File: src/design/rsrn_pkg.sv
// Shared types and constants for the ring slot relay node.
// No dependencies; used by rsrn_core and ring_slot_relay_node.
package rsrn_pkg;

    typedef enum logic [1:0] {
        CMD_BYTE    = 2'd0,
        CMD_OVERRUN = 2'd1,
        CMD_IDLE    = 2'd2,
        CMD_BUTTON  = 2'd3
    } t_cmd;

    localparam logic [7:0] DATA_CODE_RESET = 8'hA5;
    localparam logic [7:0] ENUM_CODE_RESET = 8'h5A;

    localparam logic [7:0] REG_DATA_CODE = 8'd0;
    localparam logic [7:0] REG_ENUM_CODE = 8'd1;

    // button_bits layout
    localparam int BTN_LEVEL  = 0;
    localparam int BTN_STICKY = 1;

    localparam int LED_VIEW_BYTES = 6;

    typedef struct packed {
        t_cmd       command;
        logic [7:0] rx_byte;
        logic       button_level;
    } t_item;

    typedef struct packed {
        logic        tx_valid;
        logic [7:0]  tx_byte;
        logic        refresh_pulse;
        logic [47:0] led_bytes;
        logic        is_enumerated;
    } t_result;

    typedef struct packed {
        logic       valid;
        logic [7:0] index;
        logic [7:0] data;
    } t_cfg_wr;

endpackage

File: src/design/rsrn_core.sv
// Per-byte relay logic and frame state of the ring slot relay node.
// Depends on rsrn_pkg.
module rsrn_core #(
    parameter int HEADER_BYTES  = 2,
    parameter int SLOT_BYTES    = 7,
    parameter int LED_BYTES     = 6,
    parameter int POSITION_BITS = 16
) (
    input  logic               i_clk,
    input  logic               i_rst_n,
    input  rsrn_pkg::t_cfg_wr  i_cfg,
    input  logic               i_fire,
    input  rsrn_pkg::t_item    i_item,
    output rsrn_pkg::t_result  o_result
);

    localparam int CMP_W = ((POSITION_BITS > 16) ? POSITION_BITS : 16) + 1;
    localparam int IDX_W = (LED_BYTES > 1) ? $clog2(LED_BYTES) : 1;

    logic [7:0]               r_data_code;
    logic [7:0]               r_enum_code;
    logic [POSITION_BITS-1:0] r_pos,        n_pos;
    logic                     r_in_sync,    n_in_sync;
    logic [7:0]               r_kind,       n_kind;
    logic                     r_enumerated, n_enumerated;
    logic [15:0]              r_led_off,    n_led_off;
    logic [15:0]              r_btn_off,    n_btn_off;
    logic [7:0]               r_led [LED_BYTES];
    logic [7:0]               n_led [LED_BYTES];
    logic [1:0]               r_btn,        n_btn;
    logic                     r_last_level, n_last_level;

    logic [CMP_W-1:0] pos_x, led_lo, led_hi, led_diff;
    logic             led_hit;
    logic             btn_hit;
    logic [7:0]       tx_byte;
    logic             tx_valid;
    logic             refresh;
    logic [47:0]      led_view;

    assign pos_x    = CMP_W'(r_pos);
    assign led_lo   = CMP_W'(r_led_off);
    assign led_hi   = led_lo + CMP_W'(LED_BYTES);
    assign led_diff = pos_x - led_lo;
    assign led_hit  = (pos_x >= led_lo) && (pos_x < led_hi);
    assign btn_hit  = (pos_x == CMP_W'(r_btn_off));

    always_comb begin
        n_pos        = r_pos;
        n_in_sync    = r_in_sync;
        n_kind       = r_kind;
        n_enumerated = r_enumerated;
        n_led_off    = r_led_off;
        n_btn_off    = r_btn_off;
        n_led        = r_led;
        n_btn        = r_btn;
        n_last_level = r_last_level;
        tx_valid     = 1'b0;
        tx_byte      = 8'd0;
        refresh      = 1'b0;

        case (i_item.command)
            rsrn_pkg::CMD_BYTE, rsrn_pkg::CMD_OVERRUN: begin
                tx_valid = 1'b1;
                tx_byte  = i_item.rx_byte;
                if (i_item.command == rsrn_pkg::CMD_OVERRUN) begin
                    n_in_sync = 1'b0;
                end else if (r_in_sync) begin
                    if (r_pos == '0) begin
                        n_kind = i_item.rx_byte;
                    end else if (r_kind == r_enum_code) begin
                        if (r_pos == POSITION_BITS'(1)) begin
                            n_led_off    = 16'(HEADER_BYTES)
                                         + 16'(i_item.rx_byte) * 16'(SLOT_BYTES);
                            n_btn_off    = n_led_off + 16'(LED_BYTES);
                            n_enumerated = 1'b1;
                            tx_byte      = i_item.rx_byte + 8'd1;
                        end
                    end else if (r_enumerated) begin
                        if (led_hit) begin
                            for (int e = 0; e < LED_BYTES; e++) begin
                                if (led_diff[IDX_W-1:0] == IDX_W'(e)) begin
                                    n_led[e] = i_item.rx_byte;
                                end
                            end
                        end else if (btn_hit) begin
                            // report button bits, sticky press is consumed
                            tx_byte            = {6'd0, r_btn};
                            n_btn[rsrn_pkg::BTN_STICKY] = 1'b0;
                        end
                    end
                end
                if (r_pos != '1) begin
                    n_pos = r_pos + POSITION_BITS'(1);
                end
            end
            rsrn_pkg::CMD_IDLE: begin
                refresh   = r_in_sync && (r_kind == r_data_code) && r_enumerated;
                n_in_sync = 1'b1;
                n_pos     = '0;
            end
            default: begin
                if (i_item.button_level && !r_last_level) begin
                    n_btn[rsrn_pkg::BTN_STICKY] = 1'b1;
                end
                n_btn[rsrn_pkg::BTN_LEVEL] = i_item.button_level;
                n_last_level = i_item.button_level;
            end
        endcase
    end

    // LED view: entry 0 in the top byte, missing entries read as zero
    for (genvar k = 0; k < rsrn_pkg::LED_VIEW_BYTES; k++) begin : g_view
        if (k < LED_BYTES) begin : g_on
            assign led_view[47-8*k -: 8] = n_led[k];
        end else begin : g_off
            assign led_view[47-8*k -: 8] = 8'd0;
        end
    end

    assign o_result.tx_valid      = tx_valid;
    assign o_result.tx_byte       = tx_byte;
    assign o_result.refresh_pulse = refresh;
    assign o_result.led_bytes     = led_view;
    assign o_result.is_enumerated = n_enumerated;

    always_ff @(posedge i_clk) begin
        if (!i_rst_n) begin
            r_data_code  <= rsrn_pkg::DATA_CODE_RESET;
            r_enum_code  <= rsrn_pkg::ENUM_CODE_RESET;
            r_pos        <= '0;
            r_in_sync    <= 1'b1;
            r_kind       <= 8'd0;
            r_enumerated <= 1'b0;
            r_led_off    <= '1;
            r_btn_off    <= '1;
            for (int e = 0; e < LED_BYTES; e++) begin
                r_led[e] <= 8'd0;
            end
            r_btn        <= 2'd0;
            r_last_level <= 1'b0;
        end else begin
            if (i_cfg.valid) begin
                if (i_cfg.index == rsrn_pkg::REG_DATA_CODE) begin
                    r_data_code <= i_cfg.data;
                end else if (i_cfg.index == rsrn_pkg::REG_ENUM_CODE) begin
                    r_enum_code <= i_cfg.data;
                end
            end
            if (i_fire) begin
                r_pos        <= n_pos;
                r_in_sync    <= n_in_sync;
                r_kind       <= n_kind;
                r_enumerated <= n_enumerated;
                r_led_off    <= n_led_off;
                r_btn_off    <= n_btn_off;
                r_led        <= n_led;
                r_btn        <= n_btn;
                r_last_level <= n_last_level;
            end
        end
    end

    a_idle_resyncs: assert property (@(posedge i_clk) disable iff (!i_rst_n)
        i_fire && (i_item.command == rsrn_pkg::CMD_IDLE) |=> (r_pos == '0) && r_in_sync)
        else $error("idle gap did not clear position and restore sync");

    a_overrun_drops_sync: assert property (@(posedge i_clk) disable iff (!i_rst_n)
        i_fire && (i_item.command == rsrn_pkg::CMD_OVERRUN) |=> !r_in_sync)
        else $error("overrun byte left the node in sync");

    a_enum_sticks: assert property (@(posedge i_clk) disable iff (!i_rst_n)
        r_enumerated |=> r_enumerated)
        else $error("enumerated flag fell without reset");

    a_state_holds: assert property (@(posedge i_clk) disable iff (!i_rst_n)
        !i_fire |=> $stable(r_pos) && $stable(r_btn))
        else $error("frame state changed with no item processed");

endmodule

File: src/design/ring_slot_relay_node.sv
// Top level of the ring slot relay node: input register, relay core, result register.
// Depends on rsrn_pkg and rsrn_core.
//
// Usage:
//   Input channel (i_in_valid / o_in_ready) carries one event: a received byte,
//   a byte with overrun, an idle gap or a button sample. Every event yields
//   exactly one result on the output channel (o_out_valid / i_out_ready):
//   the relayed byte when o_tx_valid is set, the refresh pulse, the six
//   snooped LED bytes and the enumerated flag.
//   Configuration writes (i_cfg_valid / o_cfg_ready) set the data and
//   enumeration frame codes; the port is always ready and should be used only
//   while no item is in flight. Unknown register indexes are ignored.
// Timing:
//   Result valid rises once the input register has captured the item and the
//   relay result has been written into the result register; a stalled result
//   register holds the item back in the input register until it is taken.
//   Throughput is one item per cycle while the receiver takes each result,
//   set by the combinational relay logic and its registered state update.
// Reset and stall:
//   Synchronous active-low reset returns frame state and codes to their reset
//   values and empties both registers.
//   When the receiver stalls, the result register holds its item and the input
//   register fills; o_in_ready then drops until the result is taken.
module ring_slot_relay_node #(
    parameter int HEADER_BYTES  = 2,
    parameter int SLOT_BYTES    = 7,
    parameter int LED_BYTES     = 6,
    parameter int POSITION_BITS = 16
) (
    input  logic        i_clk,
    input  logic        i_rst_n,

    input  logic        i_cfg_valid,
    output logic        o_cfg_ready,
    input  logic [7:0]  i_cfg_index,
    input  logic [7:0]  i_cfg_data,

    input  logic        i_in_valid,
    output logic        o_in_ready,
    input  logic [1:0]  i_command,
    input  logic [7:0]  i_rx_byte,
    input  logic        i_button_level,

    output logic        o_out_valid,
    input  logic        i_out_ready,
    output logic        o_tx_valid,
    output logic [7:0]  o_tx_byte,
    output logic        o_refresh_pulse,
    output logic [47:0] o_led_bytes,
    output logic        o_is_enumerated
);

    logic              r_in_valid;
    rsrn_pkg::t_item   r_item;
    logic              r_out_valid;
    rsrn_pkg::t_result r_result;

    rsrn_pkg::t_cfg_wr cfg_wr;
    rsrn_pkg::t_result core_result;
    logic              advance;
    logic              in_xfer;

    assign o_cfg_ready  = 1'b1;
    assign cfg_wr.valid = i_cfg_valid;
    assign cfg_wr.index = i_cfg_index;
    assign cfg_wr.data  = i_cfg_data;

    assign advance    = r_in_valid && (!r_out_valid || i_out_ready);
    assign o_in_ready = !r_in_valid || advance;
    assign in_xfer    = i_in_valid && o_in_ready;

    rsrn_core #(
        .HEADER_BYTES  (HEADER_BYTES),
        .SLOT_BYTES    (SLOT_BYTES),
        .LED_BYTES     (LED_BYTES),
        .POSITION_BITS (POSITION_BITS)
    ) u_core (
        .i_clk    (i_clk),
        .i_rst_n  (i_rst_n),
        .i_cfg    (cfg_wr),
        .i_fire   (advance),
        .i_item   (r_item),
        .o_result (core_result)
    );

    always_ff @(posedge i_clk) begin
        if (!i_rst_n) begin
            r_in_valid  <= 1'b0;
            r_out_valid <= 1'b0;
        end else begin
            if (in_xfer) begin
                r_in_valid <= 1'b1;
            end else if (advance) begin
                r_in_valid <= 1'b0;
            end
            if (advance) begin
                r_out_valid <= 1'b1;
            end else if (i_out_ready) begin
                r_out_valid <= 1'b0;
            end
        end
    end

    always_ff @(posedge i_clk) begin
        if (in_xfer) begin
            r_item.command      <= rsrn_pkg::t_cmd'(i_command);
            r_item.rx_byte      <= i_rx_byte;
            r_item.button_level <= i_button_level;
        end
        if (advance) begin
            r_result <= core_result;
        end
    end

    assign o_out_valid     = r_out_valid;
    assign o_tx_valid      = r_result.tx_valid;
    assign o_tx_byte       = r_result.tx_byte;
    assign o_refresh_pulse = r_result.refresh_pulse;
    assign o_led_bytes     = r_result.led_bytes;
    assign o_is_enumerated = r_result.is_enumerated;

endmodule
File: config.mk
export PLATFORM = sky130hd
export DESIGN_NAME = ring_slot_relay_node
export DESIGN_NICKNAME = d
export VERILOG_FILES = /design/src/design/rsrn_pkg.sv /design/src/design/rsrn_core.sv /design/src/design/ring_slot_relay_node.sv
export SDC_FILE = /design/constraint.sdc
export NUM_CORES = 1
export LEC_CHECK = 0
export BUFFER_PORTS_ARGS = -buffer_cell sky130_fd_sc_hd__buf_2
export CORE_UTILIZATION = 55
export CTS_CLUSTER_SIZE = 40
export DETAILED_ROUTE_END_ITERATION = 8
export PLACE_DENSITY = 0.75
export SETUP_SLACK_MARGIN = 0.1
export SYNTH_ARGS = -nofsm -noshare
export SYNTH_HDL_FRONTEND = slang
export SYNTH_SLANG_ARGS = --single-unit
File: constraint.sdc
create_clock -name i_clk -period 4.6 [get_ports i_clk]
set_input_delay 0.92 -clock i_clk [delete_from_list [all_inputs] [get_ports i_clk]]
set_output_delay 0.92 -clock i_clk [all_outputs]
set_load 0.005 [all_outputs]
==> results_dict.tcl <==
set metrics [dict create \
    fin_tns_setup_ns 0 \
    setup_viol 0 \
    cts_buffers 17 \
    io_pins 94 \
    whs_endpoint "u_core.r_led[35]" \
    cp_top_family "simple AND/OR/NAND/NOR gates" \
    synth_cells 971 \
    regArea_um2 4440 \
    synth_simple_gate_area_share_pct 17.7 \
    root_buffer "clkbuf_16" \
    final_common_cell "dfxtp_1" \
    synth_compound_area_share_pct 9.67 \
    finalHoldViolations 0 \
    synth-edff-count 70 \
    area_growth_pct 13.4 \
    maxSlewViolCount 0 \
    leakage_nw 4.61 \
    fin_skew_ns 0.00753 \
    hold_path.class "register to register" \
    antenna_found_initial 0 \
    clk_pin_slew_worst_paths_ns 0.07 \
    r2r_slack_ns 0.40 \
    post_cts_buffers 0 \
    max_freq_mhz 238 \
    nets 1150 \
    max_slew_margin_pct 39.0 \
    min_period_over_period_pct 91.3 \
    drt_iter0_markers 520 \
    status "complete, no violations" \
    wl_per_cell_um 17.4 \
    synth_nets 1066 \
    cts_tree "built" \
    place_ws_ns 0.386 \
    multi_input_area_um2 4940 \
    start_kind "register" \
    whs_path_depth 2 \
    cts_resized 0 \
    ys.flop_type "dfxtp_1" \
    drt-pass1-iter-count 7 \
    cpMostUsedCell "ha_1" \
    routed_wl_um 22500 \
    pwr_density_cell_nw_per_um2 333 \
    rr_worst_depth 13 \
    mostFrequentLayoutCells "dfxtp_1, nand2_1, buf_2" \
    end_kind "register" \
    fill_cells 1412 \
    gp_congestion 0.921 \
    grt_pass1_wl_um 36100 \
    clk_latency_ns 0.44 \
    antennaDiodeCount 0 \
    yosysWarnings 0 \
    max_slew.worst_pin.slew_ns 0.911 \
    dp_hpwl_um 15700 \
    arrival_ns 4.39 \
    die_area_um2 18200 \
    die_h_um 135 \
    setup_slack_ns 0.401 \
    htreeDepth 4 \
    cts_hold_buf 0 \
    worstReg2RegEnd "o_led_bytes[2]" \
    synthMuxAreaShare_pct 9.27 \
    grt_pass1_vias 6992 \
    ys_seq_area_share_pct 45.7 \
    via_per_inst 5.74 \
    ys_ff_latch 187 \
    drtAntennaViolNets 0 \
    synth_top_family_by_area "simple AND/OR/NAND/NOR gates" \
    core_um2 17300 \
    layout-drive-gt1-share_pct 18.7 \
    crit_slowest_cell "or4_4" \
    synthDistinctLibCells 66 \
    maxCapViolations 0 \
    die_w_um 135 \
    fp-row-count 48 \
    ir_drop_mv 0.360 \
    crit_path_cell_trace "inv_1 -> ha_1 -> nor3_1 -> nand4_1 -> xnor2_1 -> ha_1 -> a21o_1 -> a2111oi_0 -> and4b_1 -> o22ai_2 -> or4_4 -> nor2_4 -> mux2_2" \
    synthAdderAreaFrac_pct 8.73 \
    cts_sinks 187 \
    drc 0 \
    cts_buffer_depth 2 \
    synth_area_per_cell_um2 10.0 \
    grt_overflow 0 \
    crit_fanout 8 \
    hold_start "u_core.r_led[35]" \
    ys_async_sr_fraction_pct 0 \
    initial_core_util_pct 56.2 \
    worstSetupPathType "register to register" \
    final.min_clock_period_ns 4.20 \
    rsz0062_at_grt "no" \
    synth_area_um2 9710 \
    numPortBuffers 92 \
    dr_total_vias 7427 \
    grt_usage_pct 25.8 \
    required_ns 4.79 \
    critPathMaxStageDelay_ns 0.54 \
    grt_max_degree 65 \
    r2r_start "u_core.r_led_off[1]" \
    cp_num_buf_inv 1 \
    synthXorXnorAreaFrac_pct 5.41 \
]
cell usage after synthesis, types with 4 or more instances:
| cell type | instances | share of area (%) |
|---|---|---|
| a211o_1 | 7 | 0.63 |
| a21o_1 | 8 | 0.62 |
| a21oi_1 | 36 | 1.9 |
| a31oi_1 | 7 | 0.45 |
| and2_1 | 5 | 0.32 |
| and3_1 | 8 | 0.52 |
| buf_2 | 7 | 0.36 |
| clkbuf_1 | 35 | 1.4 |
| dfxtp_1 | 117 | 24 |
| edfxtp_1 | 70 | 22 |
| fa_1 | 8 | 1.6 |
| ha_1 | 55 | 7.1 |
| inv_1 | 34 | 1.3 |
| mux2_2 | 40 | 4.6 |
| mux2i_1 | 45 | 4.6 |
| nand2_1 | 110 | 4.3 |
| nand2b_1 | 5 | 0.32 |
| nand3_1 | 44 | 2.3 |
| nand4_1 | 20 | 1.3 |
| nor2_1 | 82 | 3.2 |
| nor2b_1 | 5 | 0.32 |
| nor3_1 | 18 | 0.93 |
| nor3b_1 | 4 | 0.31 |
| nor4_1 | 12 | 0.77 |
| nor4_2 | 4 | 0.52 |
| o211ai_1 | 14 | 1.1 |
| o21ai_0 | 49 | 2.5 |
| or3_1 | 6 | 0.39 |
| xnor2_1 | 49 | 4.4 |
| xor2_1 | 11 | 0.99 |
state kept, by name (all words and copies together) (netlist names):
register	flops
u_core.r_kind	8
u_core.r_pos	16
o_out_valid	1
u_core.r_btn	1
o_tx_byte	8
o_refresh_pulse	1
o_tx_valid	1
u_core.r_btn_off	13
u_core.r_data_code	8
o_led_bytes	48
u_core.r_enumerated	1
o_is_enumerated	1
u_core.r_led	48
u_core.r_enum_code	8
r_in_valid	1
r_item	11
u_core.r_in_sync	1
u_core.r_last_level	1
u_core.r_led_off	10
per-layer routing:
| metal | vias up | part of all wire, % | global-route usage (%) |
|---|---|---|---|
| met3 | 40 | 5.9 | 4.39 |
| met5 | - | 0 | 0 |
| met4 | 0 | 2.1 | 9.43 |
| li1 | 3642 | - | - |
| met1 | 3509 | 45 | 35.1 |
| met2 | 236 | 47 | 41.2 |
per-stage QoR:
stage / total power [mW] / std cells / hold slack (ns) / area (µm²) / utilization, %
6_report: 3.66 / 1293 / 0.462 / 11000 / 63.7
3_3_place_gp: 2.17 / 1261 / 0.442 / 10400 / 60.2
3_5_place_dp: 2.18 / 1261 / 0.451 / 10400 / 60.2
5_1_grt: 3.78 / 1293 / 0.475 / 11000 / 63.7
2_1_floorplan: 2.05 / 971 / 0.433 / 9710 / -
4_1_cts: 3.68 / 1293 / 0.463 / 11000 / 63.7
worst min-delay path: cells and delay by family, from the launching register on:
family	cells	cell delay, ns
AO/OA/AOI/OAI	1	0.06
flip-flops	1	0.31
AND/OR/NAND/NOR	1	0.05
final cells by class:
| class | count | share of cell area (%) |
|---|---|---|
| clock buffer | 18 | 3.90 |
| multi-input combinational | 702 | 44.9 |
| timing repair buffer | 111 | 5.48 |
| sequential | 187 | 40.4 |
| tap | 225 | 2.56 |
| inverter | 36 | 1.23 |
| clock inverter | 14 | 1.60 |
logic make-up after synthesis:
family | count (synthesis)
adder cells (fa/ha/maj) | 63
flip-flops | 187
multiplexers | 85
XOR/XNOR | 60
AND/OR/NAND/NOR | 344
buffers and inverters | 82
AO/OA/AOI/OAI | 149
other | 1
power breakdown:
part / total, mW / internal, mW / switching, mW
Sequential: 1.77 / 1.74 / 0.0214
Combinational: 0.377 / 0.134 / 0.242
Clock: 1.52 / 0.827 / 0.694
Total: 3.66 / 2.71 / 0.957
how the worst max path moves through the flow:
stage	endpoint	slack [ns]	start	cells past startpoint
2_1_floorplan	o_led_bytes[0]	0.83	u_core.r_led_off[1]	13
3_3_place_gp	o_led_bytes[45]	0.50	u_core.r_led_off[1]	14
6_report	o_led_bytes[2]	0.40	u_core.r_led_off[1]	13
5_1_grt	u_core.r_led[9]	0.11	u_core.r_led_off[1]	15
4_1_cts	o_led_bytes[47]	0.37	u_core.r_led_off[1]	14
3_5_place_dp	o_led_bytes[40]	0.39	u_core.r_led_off[1]	14
(Power assumes the default switching activity.)
